<file path="src/sv/buvt_pkg.sv">
// shared types and constants for the box union volume table
package buvt_pkg;
	localparam int MAX_BOXES = 1024;
	localparam int COORD_BITS = 18;
	localparam int ADDR_W = $clog2(MAX_BOXES);
	localparam int CNT_W = $clog2(MAX_BOXES + 1);
	localparam int DIM_W = COORD_BITS + 1;
	localparam int PROD_W = 2 * DIM_W;
	localparam int VOL_W = 55;
	localparam int FRAG_W = 3;
	localparam logic [FRAG_W-1:0] FRAG_LAST = FRAG_W'(5);

	typedef struct packed {
		logic signed [COORD_BITS-1:0] x0;
		logic signed [COORD_BITS-1:0] x1;
		logic signed [COORD_BITS-1:0] y0;
		logic signed [COORD_BITS-1:0] y1;
		logic signed [COORD_BITS-1:0] z0;
		logic signed [COORD_BITS-1:0] z1;
	} box_t;

	typedef struct packed {
		logic              we;
		logic              wbank;
		logic [ADDR_W-1:0] waddr;
		logic              re;
		logic              rbank;
		logic [ADDR_W-1:0] raddr;
	} store_ctl_t;
endpackage

</file>
<file path="src/sv/buvt_mul.sv">
// shared registered unsigned multiplier for the volume pass
module buvt_mul (
	input  logic                          clk,
	input  logic [buvt_pkg::DIM_W-1:0]    a,
	input  logic [buvt_pkg::DIM_W-1:0]    b,
	output logic [buvt_pkg::PROD_W-1:0]   p
);
	logic [buvt_pkg::PROD_W-1:0] p_q;

	always_ff @(posedge clk) begin
		p_q <= buvt_pkg::PROD_W'(a) * buvt_pkg::PROD_W'(b);
	end

	assign p = p_q;
endmodule

</file>
<file path="config.mk">
export PLATFORM = sky130hd
export DESIGN_NAME = buvt_mul
export DESIGN_NICKNAME = d
export VERILOG_FILES = /design/src/sv/buvt_pkg.sv /design/src/sv/buvt_mul.sv
export SDC_FILE = /design/constraint.sdc
export NUM_CORES = 1
export LEC_CHECK = 0
export ABC_AREA = 1
export BUFFER_PORTS_ARGS = -buffer_cell sky130_fd_sc_hd__buf_2
export CORE_UTILIZATION = 35
export DETAILED_ROUTE_END_ITERATION = 8
export GPL_TIMING_DRIVEN = 0
export PLACE_DENSITY = 0.49
export SLEW_MARGIN = 0
export SYNTH_ARGS = -nofsm -noshare
export SYNTH_HDL_FRONTEND = slang
export SYNTH_SLANG_ARGS = --single-unit
export TNS_END_PERCENT = 1
</file>
<file path="constraint.sdc">
create_clock -name clk -period 5.3 [get_ports clk]
set_input_delay 0.265 -clock clk [delete_from_list [all_inputs] [get_ports clk]]
set_output_delay 0.265 -clock clk [all_outputs]
set_load 0.05 [all_outputs]
</file>
==> Word level (Yosys, flattened, before mapping) <==
Cells that the tools add are included.
{ "word_totals": {"wordCells": 2, "input_bits": 39, "regBits": 38, "out_inout_bits": 38} }
{ "op_classes": {"multipliers": 1} }
{ "ops": {"columns": ["operator", "count"], "rows": [
  ["multiplier 19 x 19 -> 38 bit", 1]
]} }

==> Logic depth before layout (Yosys ltp) <==
Gate-level depths: netlist of run 1.
{ "depth": {"depth_word": 1, "ltp_mapped": 27, "depth_no_buf": 25} }

==> Least setup slack after synthesis of run 1 <==
No wires, ideal clock.
{ "synth_path": {"path_kind": "input -> register", "startpoint": "input port a[7] (netlist name)", "endpoint": "register p_q, in the netlist p[35]", "required_ns": 5.188, "path_buffers": 2, "slack_ns": 0.072, "stages": 23, "arrival_ns": 5.115, "setup_time_ns": 0.112, "cell_sequence": "clkbuf_1 clkbuf_1 nand2_1 fa_1 inv_1 fa_1 inv_1 fa_1 inv_1 fa_1 fa_1 inv_1 fa_1 inv_1 ha_1 nand2_1 nor2_1 nor3b_2 nand2_1 nand2_2 nand2_2 nand3_1 nand2_1"} }
{ "synth_via": {"elab_chain_cells": 1} }
{ "synth_lines": {"columns": ["element", "line_no", "rtl"], "rows": [
  ["from (decl)", "buvt_mul.sv:4", "input logic [buvt_pkg::DIM_W-1:0] a,"],
  ["multiplier 19 x 19 -> 38 bit", "buvt_mul.sv:11", "p_q <= buvt_pkg::PROD_W'(a) * buvt_pkg::PROD_W'(b);"],
  ["to (signal assigned)", "buvt_mul.sv:11", null],
  ["to (decl)", "buvt_mul.sv:8", "logic [buvt_pkg::PROD_W-1:0] p_q;"]
]} }
Every way passes these cells.

==> Worst setup path in the final report of run 1 <==
{ "layout_path": {"startpoint": "input port b[1] (netlist name)", "endpoint": "register p_q, in the netlist p[35]"} }
{ "layout_via": {"elab_chain_cells": 1} }
{ "layout_lines": {"columns": ["element", "line_no", "rtl"], "rows": [
  ["from (decl)", "buvt_mul.sv:5", "input logic [buvt_pkg::DIM_W-1:0] b,"],
  ["multiplier 19 x 19 -> 38 bit", "buvt_mul.sv:11", null]
]} }
Every way passes these cells.

==> out/results.tsv, run 1 <==
stage	metric	value	unit
run_status	status	finished, final reports clean	
routing	ANT nets after route	0	
global_routing	largest net degree at the start of global routing	20	
setup_path	maximum fanout along the worst path	10	
global_routing	total grt overflow	0	
sta	RSZ-0062 raised after global routing	true	
floorplanning	DIE HEIGHT	199	um
synth	synth unique cells	25	
floorplanning	die span in x	199	um
synth	synth top area cells	fa_1 42%, inv_1 17%, nand2_1 14%	
synth	post-synthesis sequential area ratio	0.0560	
layout	max FFs per register	38	
layout	Util after Layout	0.402	
placed_design	placed insts	2395	
layout	area delta synth->final	12.1	%
routing	Via density	4.57	
routing	drc violations	0	
clock_network	CTS Buf Count	5	
routing	via count	10959	
synth	post-synthesis net count	2296	
routing	drt first pass iters	5	
layout	layout cell share with drive strength beyond 1	0.0932	
sta	Slew HR	0.622	
synth	Mean Syn Cell Area	7.36	um2
synth	mapped cell area	0.0136	mm2
layout	# diodes	0	
routing	wire length per cell	16.2	um
setup_path	CP endpoint kind	flop	
synth	Synth Instances	1846	
job	Max-cap violations	0	
synth	synthesized flop and latch total	38	
setup_path	Setup Crit Path Kind	in2reg	
placed_design	Post-DP HPWL	33.7	mm
placed_design	I/O Buffers	38	
floorplanning	Initial Utilization	0.358	
sta	Worst Max-Slew Pin Slew	0.567	ns
routing	DR iter-0 viols	531	
clock_network	clock sink count	38	
setup_path	CP required	5.48	ns
clock_network	CTS tree	done	
layout	Non-Filler Instances	2400	
sta	Fmax	0.196	GHz
synth	synth warn	0	
global_routing	initial antenna violation count	0	
routing	drt total wl	38.8	mm
synth	largest area contributor in the netlist	fa_1	
synth	Yosys top cell area share	0.424	
clock_network	hold_buf cts	0	
sta	final period utilization	0.962	
sta	Slew Viols, Final	0	
floorplanning	core box area	0.0379	mm2
placed_design	gpl congestion	0.893	
clock_network	Max clock buf depth	2	
global_routing	first-pass GRT wire length	63.0	mm
floorplanning	std cell rows	71	
layout	Final Cell Area	0.0152	mm2
global_routing	vias in the first global route	11979	
setup_path	crit path DAT	5.27	ns
sta	Final TNS setup	0	ns
placed_design	DP Area	0.0144	mm2
sta	Min Clock Period, post-route	5.10	ns
min_path	worst hold path class	in2reg	
clock_network	CTS H-tree lvls	2	
global_routing	GRT Total Usage	0.212	
clock_network	CTS Root Cell	clkbuf_16	
floorplanning	DIE AREA	0.0396	mm2
floorplanning	Ports	77	
sta	final hold vios	0	
clock_network	Worst-path clk slew	0.06	ns
setup_path	startpoint types	input port	
sta	final setup fails	0	
layout	fin nets	2339	
-- worst max-delay path: stages --
cell,delay [ns]
clkbuf_4,0.19
clkbuf_8,0.20
nand2_1,0.09
inv_1,0.06
fa_1,0.50
fa_1,0.52
inv_1,0.05
fa_1,0.47
inv_1,0.06
fa_1,0.48
fa_1,0.55
inv_1,0.05
fa_1,0.52
inv_1,0.09
ha_4,0.24
a21oi_1,0.20
nand2_1,0.10
a21oi_1,0.23
nand2_4,0.11
nand2_2,0.09
nand2_1,0.06
nand2_1,0.06
nand2_1,0.07
-- cells in the final DEF, fill, tap and decap left out, types with 4 or more instances in the layout --
| cell | Yosys | routed |
|---|---|---|
| inv_1 | 621 | 621 |
| nand2_1 | 522 | 515 |
| fa_1 | 288 | 286 |
| ha_1 | 123 | 111 |
| buf_2 | 0 | 42 |
| nor2_1 | 46 | 41 |
| dfxtp_1 | 38 | 38 |
| a21oi_1 | 38 | 26 |
| nand3_1 | 22 | 22 |
| xor2_1 | 18 | 18 |
| nand2_2 | 11 | 17 |
| buf_6 | 0 | 16 |
| clkbuf_4 | 0 | 16 |
| o21ai_0 | 23 | 14 |
| buf_4 | 0 | 13 |
| buf_8 | 0 | 12 |
| a21oi_2 | 0 | 12 |
| ha_4 | 0 | 11 |
| o21ai_1 | 0 | 9 |
| clkbuf_8 | 0 | 6 |
| nor2_2 | 3 | 6 |
| clkbuf_2 | 0 | 5 |
| clkbuf_16 | 0 | 5 |
| nor3_1 | 5 | 4 |
-- kinds of logic after synthesis --
family / share of synthesized area
adder cells (fa/ha/maj): 0.537
flip-flops: 0.0560
AO/OA/AOI/OAI: 0.0236
buffers and inverters: 0.193
XOR/XNOR: 0.0122
AND/OR/NAND/NOR: 0.178
-- area by class of cell --
cell class                 count  area (um2)
sequential                    38         761
buffer                        73         706
clock inverter                 2        10.0
tap                          511         639
inverter                     622        2330
clock buffer                   5         125
timing repair buffer          39         198
multi-input combinational   1110       10500
fill                        4063       22700
-- metal layers --
layer	share of wire	vias up	track usage	routed length, um
met5	0	-	0	0
met4	0.029	0	0.0567	1130
met3	0.040	46	0.0164	1550
met2	0.50	240	0.385	19400
met1	0.43	5505	0.269	16700
li1	-	5168	-	-
-- stage by stage --
step                hold slack (ns)  setup WS [ns]
global placement              0.735          -1.10
finish                        0.490          0.202
CTS                           0.498        0.00266
global route                  0.542        -0.0115
detailed placement            0.736          -1.11
floorplan                     0.597         0.0722
-- cell usage after synthesis --
master and count:
nor4_1 1, clkbuf_1 72, nand2_1 522, and2_1 1, nand3_2 2, nor2_1 46
o21bai_1 1, dfxtp_1 38, nor3_1 5, a21o_1 1, nor2_2 3, nor3b_2 1
inv_1 621, ha_1 123, nand4_1 2, a21oi_1 38, nand2_2 11, xor2_1 18
buf_1 4, o21ai_0 23, nand3_1 22, nor3_2 1, xnor2_1 1, inv_2 1
fa_1 288
-- what timing repair did --
item,CTS,global route
setup endpoints to repair,26,22
resized for setup,136,153
buffers inserted,0,1
pin swaps,0,13
-- worst paths after layout --
| path | from | to | slack [ns] | cells after the start |
|---|---|---|---|---|
| max | b[1] | p[35] | 0.20 | 23 |
| min | b[0] | p[0] | 0.49 | 3 |
Power of run 1 is not shown: default switching activity piles up to over one toggle a cycle in this logic, so the estimate is an artifact.
==> run 2: changes to the inputs <==
--- a/config.mk
+++ b/config.mk
@@ -5,12 +5,11 @@
 export SDC_FILE = /design/constraint.sdc
 export NUM_CORES = 1
 export LEC_CHECK = 0
-export ABC_AREA = 1
 export BUFFER_PORTS_ARGS = -buffer_cell sky130_fd_sc_hd__buf_2
 export CORE_UTILIZATION = 35
 export DETAILED_ROUTE_END_ITERATION = 8
 export GPL_TIMING_DRIVEN = 0
-export PLACE_DENSITY = 0.49
+export PLACE_DENSITY = 0.5
 export SLEW_MARGIN = 0
 export SYNTH_ARGS = -nofsm -noshare
 export SYNTH_HDL_FRONTEND = slang
==> out/results.tsv, run 2 <==
stage	metric	value	unit
synth	synth warn	0	
sta	Slew Viols, Final	0	
global_routing	largest net degree at the start of global routing	20	
clock_network	CTS Buf Count	5	
clock_network	CTS tree	done	
global_routing	vias in the first global route	10453	
layout	area delta synth->final	25.3	%
run_status	failing checks	design-rule violations, negative setup slack	
placed_design	gpl congestion	0.848	
clock_network	clock sink count	38	
routing	ANT nets after route	0	
synth	cell with the most instances after synthesis	inv_1	
min_path	Hold Path End	p[1]	
synth	synthesized flop and latch total	38	
routing	via count	9894	
placed_design	Post-DP HPWL	30.8	mm
sta	Fmax	0.186	GHz
layout	Filler Cell Count	3525	
routing	drc violations	6	
global_routing	GR peak layer	met2	
routing	drt total wl	39.0	mm
job	Max-cap violations	0	
min_path	Hold Crit Start	b[1]	
global_routing	met3 usage	0.0263	
synth	Commonest cells post-synth	345 x inv_1, 288 x fa_1, 203 x and2_1, 176 x nand2_1, 123 x ha_1	
synth	mapped cell area	0.0128	mm2
global_routing	GRT Total Usage	0.214	
sta	final period utilization	1.01	
sta	final hold vios	0	
sta	final setup fails	6	
synth	number of flops mapped to enable cells by yosys	0	
global_routing	first-pass GRT wire length	60.3	mm
sta	final setup margin	-0.0742	ns
sta	RSZ-0062 raised after global routing	true	
min_path	Hold Path Cell Cnt	3	
synth	top_reg_cell synth	dfxtp_1	
synth	post-synthesis sequential area ratio	0.0594	
min_path	worst hold path class	in2reg	
floorplanning	std cell rows	69	
synth	synth top area cells	fa_1 45%, ha_1 12%, inv_1 10%	
synth	largest area contributor in the netlist	fa_1	
clock_network	CTS H-tree lvls	2	
global_routing	total grt overflow	0	
layout	fin nets	2019	
layout	Util after Layout	0.448	
clock_network	CTS Root Cell	clkbuf_16	
run_status	status	complete, but fails checks	
sta	Slew HR	0.631	
global_routing	GR Util met1	0.277	
routing	Via density	4.87	
synth	Synth Instances	1422	
global_routing	initial antenna violation count	2	
setup_path	startpoint types	input port	
synth	post-synthesis net count	1872	
global_routing	GR Util met2	0.377	
floorplanning	DIE HEIGHT	193	um
floorplanning	Initial Utilization	0.358	
synth	Yosys top cell area share	0.450	
clock_network	Max clock buf depth	2	
floorplanning	die span in x	193	um
setup_path	CP endpoint kind	flop	
setup_path	CP required	5.48	ns
routing	DR iter-0 viols	398	
layout	commonest cells after routing, fill and taps aside	329 x inv_1, 264 x fa_1, 191 x and2_1	
synth	Mean Syn Cell Area	9.01	um2
setup_path	crit path DAT	5.55	ns
setup_path	Setup Crit Path Kind	in2reg	
synth	synth unique cells	45	
sta	Min Clock Period, post-route	5.37	ns
floorplanning	core box area	0.0358	mm2
layout	most common cell after layout, fill and taps aside	inv_1	
synth	ys async rst share	0	
setup_path	maximum fanout along the worst path	11	
placed_design	I/O Buffers	66	
floorplanning	Ports	77	
clock_network	Worst-path clk slew	0.06	ns
routing	wire length per cell	19.2	um
layout	max FFs per register	38	
layout	layout cell share with drive strength beyond 1	0.186	
floorplanning	DIE AREA	0.0374	mm2
sta	Worst Max-Slew Pin Slew	0.553	ns
routing	drt first pass iters	9	
-- run 2: cells by family (layout without fill, tap and decap cells) --
family                   count (synthesis)  in the layout  synth area share
AO/OA/AOI/OAI                          106            106            0.0568
XOR/XNOR                                34             34            0.0232
adder cells (fa/ha/maj)                411            411             0.570
buffers and inverters                  403            551             0.118
flip-flops                              38             38            0.0594
multiplexers                             2              2           0.00156
other                                    0              1                 0
AND/OR/NAND/NOR                        428            428             0.171
-- run 2: worst max path at each step --
| stage | from | endpoint | slack, ns | cells past startpoint |
|---|---|---|---|---|
| final | b[8] | p[31] | -0.07 | 21 |
| after global routing | b[1] | p[31] | -0.22 | 21 |
| after CTS | a[4] | p[31] | -0.16 | 23 |
| after detailed placement | a[5] | p[26] | -1.29 | 21 |
| after global placement | a[5] | p[31] | -1.26 | 20 |
| after floorplan | a[10] | p[32] | -0.02 | 20 |
-- run 2: final cells by class --
| class | instances | area (um2) | share of cell area |
|---|---|---|---|
| flip-flops and latches | 38 | 761 | 0.0474 |
| multi-input cells | 981 | 11000 | 0.682 |
| diodes | 1 | 2.50 | 0.000156 |
| inverters | 345 | 1290 | 0.0806 |
| clock buffers | 6 | 139 | 0.00865 |
| well taps | 461 | 577 | 0.0359 |
| clock inverters | 2 | 60.1 | 0.00374 |
| plain buffers | 53 | 1040 | 0.0646 |
| repair buffers | 145 | 1240 | 0.0773 |
-- run 2: metal layers --
metal	wire length, um	vias up
met2	19800	233
li1	-	4485
met1	16500	5119
met5	0	-
met3	1550	57
met4	1210	0
-- run 2: through the flow --
stage / std cells / instance area (um2) / setup slack (ns) / hold slack (ns) / setup TNS, ns
2_1_floorplan: 1422 / 13000 / -0.0180 / 0.517 / -0.0515
3_3_place_gp: 1949 / 13900 / -1.26 / 0.733 / -23.16
3_5_place_dp: 1949 / 13900 / -1.29 / 0.733 / -24.09
4_1_cts: 2002 / 15500 / -0.157 / 0.392 / -1.06
5_1_grt: 2031 / 16100 / -0.216 / 0.427 / -2.20
6_report: 2032 / 16100 / -0.0742 / 0.403 / -0.260
-- run 2: worst max-delay path, cell delays in order --
cell	delay, ns
buf_12	0.12
clkbuf_16	0.15
and2_4	0.13
fa_1	0.52
inv_2	0.04
fa_1	0.48
fa_1	0.58
inv_2	0.04
fa_1	0.50
fa_1	0.51
inv_2	0.05
fa_2	0.56
inv_2	0.05
ha_4	0.21
buf_8	0.12
a21o_1	0.17
buf_6	0.12
a311oi_4	0.29
o211ai_1	0.21
o21a_1	0.26
xor2_1	0.15
-- run 2: timing repair --
action	4_1_cts	5_1_grt
hold buffers	0	0
setup buffers	46	30
endpoints found under the setup margin	23	20
gates resized for setup	209	98
pin swaps	44	79
gates cloned	2	2
Power of run 2 is left out for the same reason.
