**src/sv/buvt_pkg.sv**
```systemverilog
// shared types and constants for the box union volume table
package buvt_pkg;
	localparam int MAX_BOXES = 1024;
	localparam int COORD_BITS = 18;
	localparam int ADDR_W = $clog2(MAX_BOXES);
	localparam int CNT_W = $clog2(MAX_BOXES + 1);
	localparam int DIM_W = COORD_BITS + 1;
	localparam int PROD_W = 2 * DIM_W;
	localparam int VOL_W = 55;
	localparam int FRAG_W = 3;
	localparam logic [FRAG_W-1:0] FRAG_LAST = FRAG_W'(5);

	typedef struct packed {
		logic signed [COORD_BITS-1:0] x0;
		logic signed [COORD_BITS-1:0] x1;
		logic signed [COORD_BITS-1:0] y0;
		logic signed [COORD_BITS-1:0] y1;
		logic signed [COORD_BITS-1:0] z0;
		logic signed [COORD_BITS-1:0] z1;
	} box_t;

	typedef struct packed {
		logic              we;
		logic              wbank;
		logic [ADDR_W-1:0] waddr;
		logic              re;
		logic              rbank;
		logic [ADDR_W-1:0] raddr;
	} store_ctl_t;
endpackage

```
**src/sv/buvt_frag.sv**
```systemverilog
// leftover fragment k of a stored box after removing the input box
module buvt_frag (
	input  buvt_pkg::box_t                 a,
	input  buvt_pkg::box_t                 b,
	input  logic                           empty,
	input  logic [buvt_pkg::FRAG_W-1:0]    k,
	output logic                           valid,
	output buvt_pkg::box_t                 frag
);
	logic signed [buvt_pkg::COORD_BITS-1:0] ix0, ix1, iy0, iy1, iz0, iz1;
	logic overlap;

	always_comb begin
		ix0 = (a.x0 > b.x0) ? a.x0 : b.x0;
		ix1 = (a.x1 < b.x1) ? a.x1 : b.x1;
		iy0 = (a.y0 > b.y0) ? a.y0 : b.y0;
		iy1 = (a.y1 < b.y1) ? a.y1 : b.y1;
		iz0 = (a.z0 > b.z0) ? a.z0 : b.z0;
		iz1 = (a.z1 < b.z1) ? a.z1 : b.z1;
		overlap = !empty && (ix0 <= ix1) && (iy0 <= iy1) && (iz0 <= iz1);
		frag = a;
		valid = 1'b0;
		if (!overlap) begin
			valid = (k == '0);
		end else begin
			case (k)
				3'd0: begin
					valid = a.x0 < ix0;
					frag.x1 = ix0 - buvt_pkg::COORD_BITS'(1);
				end
				3'd1: begin
					valid = ix1 < a.x1;
					frag.x0 = ix1 + buvt_pkg::COORD_BITS'(1);
				end
				3'd2: begin
					valid = a.y0 < iy0;
					frag.x0 = ix0; frag.x1 = ix1;
					frag.y1 = iy0 - buvt_pkg::COORD_BITS'(1);
				end
				3'd3: begin
					valid = iy1 < a.y1;
					frag.x0 = ix0; frag.x1 = ix1;
					frag.y0 = iy1 + buvt_pkg::COORD_BITS'(1);
				end
				3'd4: begin
					valid = a.z0 < iz0;
					frag.x0 = ix0; frag.x1 = ix1;
					frag.y0 = iy0; frag.y1 = iy1;
					frag.z1 = iz0 - buvt_pkg::COORD_BITS'(1);
				end
				3'd5: begin
					valid = iz1 < a.z1;
					frag.x0 = ix0; frag.x1 = ix1;
					frag.y0 = iy0; frag.y1 = iy1;
					frag.z0 = iz1 + buvt_pkg::COORD_BITS'(1);
				end
				default: valid = 1'b0;
			endcase
		end
	end
endmodule

```
**config.mk**
```make
export PLATFORM = sky130hd
export DESIGN_NAME = buvt_frag
export DESIGN_NICKNAME = d
export VERILOG_FILES = /design/src/sv/buvt_pkg.sv /design/src/sv/buvt_frag.sv
export SDC_FILE = /design/constraint.sdc
export NUM_CORES = 1
export LEC_CHECK = 0
export ABC_CLOCK_PERIOD_IN_PS = 7800
export BUFFER_PORTS_ARGS = -buffer_cell sky130_fd_sc_hd__buf_2
export CAP_MARGIN = 10
export CORE_MARGIN = 10
export CORE_UTILIZATION = 50
export DETAILED_ROUTE_END_ITERATION = 10
export PLACE_DENSITY = 0.76
export SETUP_SLACK_MARGIN = 0.2
export SYNTH_ARGS = -nofsm -noshare
export SYNTH_HDL_FRONTEND = slang
export SYNTH_SLANG_ARGS = --single-unit
```
**constraint.sdc**
```tcl
create_clock -name vclk -period 7.8
set_input_delay 0.39 -clock vclk [all_inputs]
set_output_delay 0.39 -clock vclk [all_outputs]
set_load 0.02 [all_outputs]
```
Yosys cells after proc, flatten, opt, wreduce, memory -nomap -nowiden
Index checks and enable logic that the tools add are counted.
{"block": "word_totals", "regBits": 0, "out_inout_bits": 109}
{"block": "classes", "add_sub_neg": 6, "magnitude_cmp": 15, "n_eq_ne": 5, "muxes": 15, "n_reduce_logical": 7}
{"operator": "< comparator 18 bit", "n": 9}
{"operator": "2-to-1 mux 18 bit", "n": 8}
{"operator": "case mux 18 bit (2 select lines)", "n": 4}
{"operator": "2-to-1 mux 108 bit", "n": 1}
{"operator": "adder 18 x 2 -> 18 bit, second input constant", "n": 3}
{"operator": "> comparator 18 bit", "n": 3}
{"operator": "<= comparator 18 bit", "n": 3}
{"operator": "subtractor 18 x 2 -> 18 bit, second input constant", "n": 3}
{"operator": "equality test 3 x 2 -> 1 bit, second input constant", "n": 2}
{"operator": "equality test 3 bit, second input constant", "n": 2}
{"operator": "case mux 1 bit (6 select lines)", "n": 1}
{"operator": "OR reduction 4 bit", "n": 1}
{"operator": "equality test 3 x 1 -> 1 bit, second input constant", "n": 1}
{"operator": "logical AND 1 bit", "n": 3}
{"operator": "zero test 3 bit", "n": 1}
{"operator": "OR reduction 2 bit", "n": 1}
{"operator": "zero test 1 bit", "n": 1}
{"operator": "2-to-1 mux 1 bit", "n": 1}

Depth between registers and ports, before layout
Gate-level depths: netlist of run 1.
{"block": "depth", "word_depth": 7, "mapped_depth": 29, "depth_no_buf": 23}

Least setup slack after synthesis of run 1
OpenSTA, ideal clock, no wires.
{"block": "synth_path", "path_type": "input-to-output", "startpoint": "input port b[21] in the netlist's numbering", "endpoint": "output port frag[63] in the netlist's numbering", "arrival_ns": 6.084, "t_required_ns": 7.410, "setup_slack_ns": 1.326, "path_stages": 29, "n_path_buf": 7, "cell_sequence": "inv_1 > ha_1 > a211oi_1 > o221ai_1 > o32ai_2 > and4_4 > buf_6 > or2_1 > buf_2 > buf_2 > buf_1 > clkbuf_1 > nor2_1 > a21oi_1 > inv_1 > ha_1 > a21o_1 > a21o_1 > a21o_1 > a21o_1 > a21o_1 > a31oi_1 > o41ai_4 > a22o_1 > a21o_2 > or2_1 > buf_2 > clkbuf_1 > o21ai_0"}
{"item": "start, declared", "line_no": "buvt_frag.sv:4", "rtl": "input buvt_pkg::box_t b,"}
{"item": "end, declared", "line_no": "buvt_frag.sv:8", "rtl": "output buvt_pkg::box_t frag"}

==> metrics.yaml, run 1 <==
crit_fanout: 18
crit_arrival_ns: 6.65
avgSynthCellArea_um2: 6.91
p_per_area_mw_per_mm2: 101
vias: 14600
grt_setup_unrepaired: "false"
cts_hold_buf: 0
dp.cells: 2392
regArea_um2: 0
ir_worst_vdd_uv: 56.8
relSlewSlack_pct: 25.5
wl_mm: 47.8
hold_path_end: "frag[50]"
syn-num-nets: 2262
yosysWarnings: 0
synth_area_mm2: 0.0123
start_util_pct: 50.8
hpwl_mm: 41.9
hp-class: "in2out"
finalSetupTns_ns: 0
nets: 2550
cp.required_ns: 7.41
synth_most_common_cell: "inv_1"
timing.fmax_mhz: 142
clockPowerShare_pct: 0
power_switching_w: 0.000903
tightest_slew_ns: 1.11
syn_inst: 1782
drt_pass1_iterations: 6
drtIter0Drc: 1493
intPower_w: 0.000545
pin_count: 329
synth_top_area_share_pct: 26.4
drive_gt1_share_pct: 19.8
cp-end-kind: "output pin"
drc: 0
core_mm2: 0.0242
outcome: "completed"
antenna_found_initial: 7
place.gp.congestion: 0.984
wl_per_cell_um: 19.9
slew_violations: 0
dieArea_mm2: 0.0313
grt_pass1_vias: 14400
seq_cells: 0
min_period_ns: 7.04
fp-row-count: 57
drtAntennaViolNets: 0
hold_depth: 3
synth_common_cells: "285 x inv_1, 260 x ha_1, 142 x a21oi_1, 109 x nor2_1, 101 x o21ai_0"
area_growth_pct: 15.9
finalHoldViolations: 0
ys_types: 87
grt_pass1_wl_mm: 74.2
leakagePower_nw: 7.44
setup_violations: 0
power.share.combinational_pct: 100.0
postCtsSetupRepairBufs: 0
cap_violations: 0
synth_top_cell_by_area: "ha_1"
globalRouteOverflowTotal: 0
track_usage_pct: 28.5
die_y_um: 177
via_per_inst: 6.11
min-delay-start: "a[50]"
port_buffers: 329
synth.area.top_cells: "ha_1 26%, inv_1 8.7%, mux2i_1 5.9%"
clkbuf_count: 0
post_cts_resized: 0
p_sw_share_pct: 62.4
final_cells: 2396
worstSetupPathType: "in2out"
sequentialPowerShare_pct: 0
startpoint_type: "input port"
dieWidth_um: 177
min_period_over_period_pct: 90.2
grt_start_max_net_pins: 53
ys_seq_area_share_pct: 0
[how the worst max path moves through the flow]
stage | from | endpoint | slack, ns | cells past startpoint
3_5_place_dp | a[35] | frag[25] | 0.83 | 24
3_3_place_gp | a[30] | frag[21] | 0.98 | 24
5_1_grt | b[17] | frag[63] | 0.37 | 23
6_report | a[17] | frag[25] | 0.76 | 21
4_1_cts | b[17] | frag[25] | 0.82 | 22
2_1_floorplan | b[21] | frag[63] | 1.33 | 29
[logic make-up (layout without fill, tap and decap cells)]
| logic type | count (synthesis) | after routing | synth area share (%) |
|---|---|---|---|
| buffers and inverters | 349 | 635 | 11.2 |
| adders and majority gates | 260 | 260 | 26.4 |
| and+or+nand+nor | 463 | 463 | 19.4 |
| muxes | 105 | 105 | 9.32 |
| other | 0 | 4 | 0 |
| xor gates and xnor gates | 86 | 86 | 6.12 |
| AOI/OAI and AO/OA | 519 | 519 | 27.5 |
[worst max-delay path, cell delays in order]
cell and delay, ns:
buf_2 0.12, ha_1 0.42, nand4_1 0.14, or2_1 0.28, a2111oi_4 0.40, a21oi_1 0.14
o2bb2ai_2 0.57, buf_4 0.34, mux2i_1 0.42, ha_1 0.33, a21o_1 0.16, a21oi_1 0.14
nor3_1 0.06, a211o_1 0.27, a31oi_1 0.30, o41ai_4 0.16, a22o_1 0.24, a21o_2 0.26
nor3_4 0.90, mux2_2 0.43, buf_2 0.16
[area by class of cell]
| type | instances | area, um^2 |
|---|---|---|
| fill | 2390 | 9970 |
| antenna | 4 | 10.0 |
| inverter | 287 | 1080 |
| tap | 324 | 405 |
| multi-input combinational | 1433 | 11000 |
| timing repair buffer | 348 | 1790 |
[power by group through the flow]
stage	Sequential (W)	Combinational, W	Clock [W]
6_report	0	0.00145	0.0000000000686
5_1_grt	0	0.00159	0.0000000000343
4_1_cts	0	0.00142	0
3_5_place_dp	0	0.00141	0
3_3_place_gp	0	0.00138	0
2_1_floorplan	0	0.000976	0
[metrics by stage]
step	util [%]	area, um^2	setup WS, ns	hold slack [ns]	total power [W]
after floorplan	-	12300	1.33	0.940	0.000976
after global placement	58.8	14300	0.976	1.17	0.00138
after detailed placement	58.8	14300	0.833	1.17	0.00141
after CTS	58.8	14300	0.817	1.17	0.00142
after global routing	58.8	14300	0.371	1.17	0.00159
final	58.9	14300	0.762	1.17	0.00145
[per-layer routing]
metal  share of wire, %  track usage, %  wire length, um
met2                 47            49.2            22500
met5              0.086               0               41
met1                 42            36.1            20100
met4                2.3            6.65             1090
met3                8.5            4.52             4070
[layout by cell type (no fill, tap or decap), types with 13 or more instances in the layout]
cell type,count
nand3_1,50
o2bb2ai_1,18
o22ai_1,30
buf_4,19
a21oi_1,141
nand2_1,88
inv_1,285
o21ai_0,101
ha_1,260
buf_2,329
nor2b_1,14
nor3_1,45
nor2_1,109
nand4_1,59
a22oi_1,61
nand2b_1,15
a21o_1,49
a31oi_1,13
mux2i_1,72
mux2_2,21
xnor2_1,81
nor4_1,14
No activity file was read; power rests on OpenSTA's default activity.
==> inputs of run 2 (changes only) <==
--- a/config.mk
+++ b/config.mk
@@ -12,6 +12,7 @@
 export CORE_UTILIZATION = 50
 export DETAILED_ROUTE_END_ITERATION = 10
 export PLACE_DENSITY = 0.76
+export REMOVE_ABC_BUFFERS = 1
 export SETUP_SLACK_MARGIN = 0.2
 export SYNTH_ARGS = -nofsm -noshare
 export SYNTH_HDL_FRONTEND = slang
==> run 2 against run 1 <==
Effect of this change: first-iteration DRC count fell by 8.2%; critical path depth up 2; non-clock buffer count fell by 1; die area stayed put; flip-flop and latch count unchanged; global-route usage increased by 2.0 points; count of clock-buffer cells in the layout did not move; highest routed layer is now met4.
==> metrics.yaml, run 2 (synthesized netlist as in run 1, its figures left out) <==
cts_hold_buf: 0
critical-path-slowest-cell: "or2_2"
pin_count: 329
relSlewSlack_pct: 25.0
crit_start: "b[17]"
crit_family: "compound AO/OA/AOI/OAI gates"
outcome: "completed"
area_growth_pct: 16.0
place.gp.congestion: 1.01
stdcell_area_mm2: 0.0143
slowest_delay_ns: 0.90
mostFrequentLayoutCell: "buf_2"
drtAntennaViolNets: 0
layout_common_cells: "329 x buf_2, 285 x inv_1, 260 x ha_1, 141 x a21oi_1, 109 x nor2_1"
ir_worst_vdd_uv: 71.9
grt_start_max_net_pins: 57
finalSetupTns_ns: 0
finalHoldViolations: 0
drc: 0
postCtsSetupRepairBufs: 0
grt_pass1_vias: 14800
p_per_area_mw_per_mm2: 102
hp-class: "in2out"
track_usage_pct: 30.5
timing.fmax_mhz: 140
crit_arrival_ns: 6.75
dieArea_mm2: 0.0313
via_per_inst: 6.17
drive_gt1_share_pct: 19.8
drt_pass1_iterations: 8
fp-row-count: 57
core_mm2: 0.0242
crit_fanout: 56
grt_setup_unrepaired: "false"
die_y_um: 177
leakagePower_nw: 7.43
placed_area_mm2: 0.0143
hpwl_mm: 43.6
wl_per_cell_um: 21.0
cp.required_ns: 7.41
worstSetupPathType: "in2out"
worst-path-stages: 23
tightest_slew_ns: 1.13
cp-end-kind: "output pin"
slew_violations: 0
path_buf_inv: 4
globalRouteOverflowTotal: 0
regArea_um2: 0
hold_ws_ns: 1.15
p_total_w: 0.00145
nets: 2549
grt_pass1_wl_mm: 79.0
post_cts_resized: 0
min_period_over_period_pct: 91.5
clkbuf_count: 0
antenna_found_initial: 8
vias: 14800
cap_violations: 0
endpoint: "frag[95]"
min_period_ns: 7.14
setup_violations: 0
dieWidth_um: 177
port_buffers: 329
crit_chain: "buf_2, inv_1, ha_1, nand4_1, or2_1, a2111oi_4, a21oi_1, o2bb2ai_2, mux2i_1, ha_1, a21o_1, a21o_1, a21oi_1, nor3_1, a211o_1, a31oi_1, o41ai_4, o211ai_1, a21o_2, or2_2, buf_4, o21ai_0, buf_2"
final_cells: 2399
drtIter0Drc: 1371
wl_mm: 50.3
seq_cells: 0
startpoint_type: "input port"
start_util_pct: 50.8
dp.cells: 2391
## run 2: cell count changes in the layout (fill, tap and decap cells not counted)
| cell | delta |
|---|---|
| buf_4 | -1 |
| diode_2 | +4 |
| or2_1 | -1 |
| or2_2 | +1 |
## run 2: stage by stage
stage / utilization, % / setup WS, ns
after floorplan: - / -0.382
after global placement: 58.8 / 0.741
after detailed placement: 58.8 / 0.529
after CTS: 58.8 / 0.531
after global routing: 58.9 / 0.225
final: 58.9 / 0.663
## run 2: report_power, final
| group | switching, W | total (W) | internal [W] |
|---|---|---|---|
| combinational | 0.000910 | 0.00145 | 0.000542 |
| clock | 0 | 0.000000000138 | 0.000000000137 |
| sequential | 0 | 0 | 0 |
| total | 0.000910 | 0.00145 | 0.000542 |
## run 2: how the worst min path moves through the flow
stage,start,endpoint,slack (ns),depth (start not counted)
after floorplan,a[27],frag[27],0.94,1
after global placement,a[49],frag[49],1.15,3
after detailed placement,a[49],frag[49],1.15,3
after CTS,a[49],frag[49],1.15,3
after global routing,a[49],frag[49],1.18,3
final,a[49],frag[49],1.15,3
## run 2: cell type report
| class | count | area (um^2) |
|---|---|---|
| diodes | 8 | 20.0 |
| fillers | 2443 | 9970 |
| inverters | 287 | 1080 |
| multi-input cells | 1433 | 11000 |
| well taps | 324 | 405 |
| repair buffers | 347 | 1780 |
## run 2: layer usage
metal	up-vias	routed length, um	track usage [%]
met5	-	0	0
met4	0	2080	11.5
met3	118	3760	3.95
met2	715	23300	52.1
met1	6879	21200	38.1
li1	7089	-	-
==> inputs of run 3 (changes only) <==
--- a/config.mk
+++ b/config.mk
@@ -8,7 +8,7 @@
 export ABC_CLOCK_PERIOD_IN_PS = 7800
 export BUFFER_PORTS_ARGS = -buffer_cell sky130_fd_sc_hd__buf_2
 export CAP_MARGIN = 10
-export CORE_MARGIN = 10
+export CORE_MARGIN = 1
 export CORE_UTILIZATION = 50
 export DETAILED_ROUTE_END_ITERATION = 10
 export PLACE_DENSITY = 0.76
==> run 3 against run 2 <==
Effect of this change: global-route usage increased by 4.6 points; utilization increased by 0.093 points; non-clock buffer count increased by 3; design area increased by 0.16%; setup slack got worse by 0.041 ns; critical path depth unchanged; cell count about the same; flip-flop and latch count unchanged; die area decreased by 19%; count of clock-buffer cells in the layout unchanged; critical path type unchanged; critical endpoint is now frag[19]; largest cell class unchanged.
==> metrics.yaml, run 3 (synthesized netlist as in run 1, its figures left out) <==
wl_per_cell_um: 19.4
clkbuf_count: 0
crit_start: "a[35]"
core_mm2: 0.0242
drtIter0Drc: 1353
dieArea_mm2: 0.0253
cp-end-kind: "output pin"
grt_pass1_vias: 14000
grt_setup_unrepaired: "false"
hold_path_end: "frag[52]"
hold_ws_ns: 1.15
regArea_um2: 0
via_per_inst: 6.09
outcome: "completed"
place.gp.congestion: 1.02
mostFrequentLayoutCell: "buf_2"
relSlewSlack_pct: 20.9
p_per_area_mw_per_mm2: 101
min-delay-start: "a[52]"
nets: 2552
power_switching_w: 0.000902
power.share.combinational_pct: 100.0
timing.fmax_mhz: 139
drc: 0
final_cells: 2401
start_util_pct: 50.8
crit_fanout: 27
die_y_um: 159
track_usage_pct: 35.1
fp-row-count: 57
vias: 14600
grt_start_max_net_pins: 57
cp.required_ns: 7.41
hp-class: "in2out"
slew_violations: 0
port_buffers: 329
area_growth_pct: 16.1
drtAntennaViolNets: 0
sequentialPowerShare_pct: 0
leakagePower_nw: 7.45
drive_gt1_share_pct: 19.9
finalHoldViolations: 0
seq_cells: 0
setup_violations: 0
hold_depth: 3
grt_pass1_wl_mm: 72.6
drt_pass1_iterations: 5
hpwl_mm: 40.2
dieWidth_um: 159
tightest_slew_ns: 1.18
min_period_over_period_pct: 92.0
clockPowerShare_pct: 0
crit_arrival_ns: 6.79
layout_common_cells: "329 x buf_2, 285 x inv_1, 260 x ha_1, 141 x a21oi_1, 109 x nor2_1"
intPower_w: 0.000546
cap_violations: 0
pin_count: 329
min_period_ns: 7.18
worstSetupPathType: "in2out"
antenna_found_initial: 7
p_sw_share_pct: 62.3
globalRouteOverflowTotal: 0
startpoint_type: "input port"
dp.cells: 2394
wl_mm: 46.7
ir_worst_vdd_uv: 51.3
[run 3: what timing repair did]
| action | CTS | global route |
|---|---|---|
| resized for setup | 0 | 1 |
| endpoints found under the setup margin | 0 | 18 |
| buffers inserted | 0 | 0 |
| hold endpoints to repair | 0 | 0 |
| hold buffers | 0 | 0 |
[run 3: worst max-delay path by stage]
stage,depth (start not counted),slack [ns],end
6_report,23,0.62,frag[19]
5_1_grt,23,0.22,frag[23]
4_1_cts,24,0.63,frag[82]
3_5_place_dp,24,0.64,frag[82]
3_3_place_gp,24,0.85,frag[96]
2_1_floorplan,20,-0.38,frag[10]
[run 3: through the flow]
step / cell area, um^2 / util [%] / setup TNS [ns] / worst slack, ns / total power, W
6_report: 14300 / 59.0 / 0 / 0.621 / 0.00145
5_1_grt: 14300 / 59.0 / 0 / 0.221 / 0.00158
4_1_cts: 14300 / 58.9 / 0 / 0.634 / 0.00142
3_5_place_dp: 14300 / 58.9 / 0 / 0.641 / 0.00141
3_3_place_gp: 14300 / 58.9 / 0 / 0.851 / 0.00139
2_1_floorplan: 12000 / - / -6.83 / -0.382 / 0.000948
[run 3: layout make-up]
cell class	instances	area (um^2)
multi-input combinational	1433	11000
fill	2479	9950
tap	324	405
antenna	7	17.5
timing repair buffer	350	1800
inverter	287	1080
[run 3: worst max-delay path, cell delays in order]
cell,delay [ns]
buf_2,0.14
ha_1,0.37
nand4_2,0.18
nor3_4,0.29
o32ai_2,0.16
a221oi_2,0.46
or2_1,0.72
nor2_1,0.10
a21oi_1,0.22
inv_1,0.11
ha_1,0.32
a21o_1,0.17
a21o_1,0.17
a21o_1,0.18
a21o_1,0.17
a21o_1,0.17
a31oi_1,0.30
o41ai_4,0.15
a22o_1,0.23
a21o_2,0.26
nor3_4,0.91
mux2_2,0.43
buf_2,0.16
[run 3: routing by layer]
layer	track usage (%)	wire length (um)
met5	0	11
met4	13.5	1870
met3	1.85	3120
met2	61.1	21800
met1	45.2	19900
[run 3: power by group through the flow]
stage / Sequential [W] / Combinational, W / Clock (W)
after floorplan: 0 / 0.000948 / 0
final: 0 / 0.00145 / 0.000000000120
after global routing: 0 / 0.00158 / 0.000000000103
after CTS: 0 / 0.00142 / 0
after detailed placement: 0 / 0.00141 / 0
after global placement: 0 / 0.00139 / 0
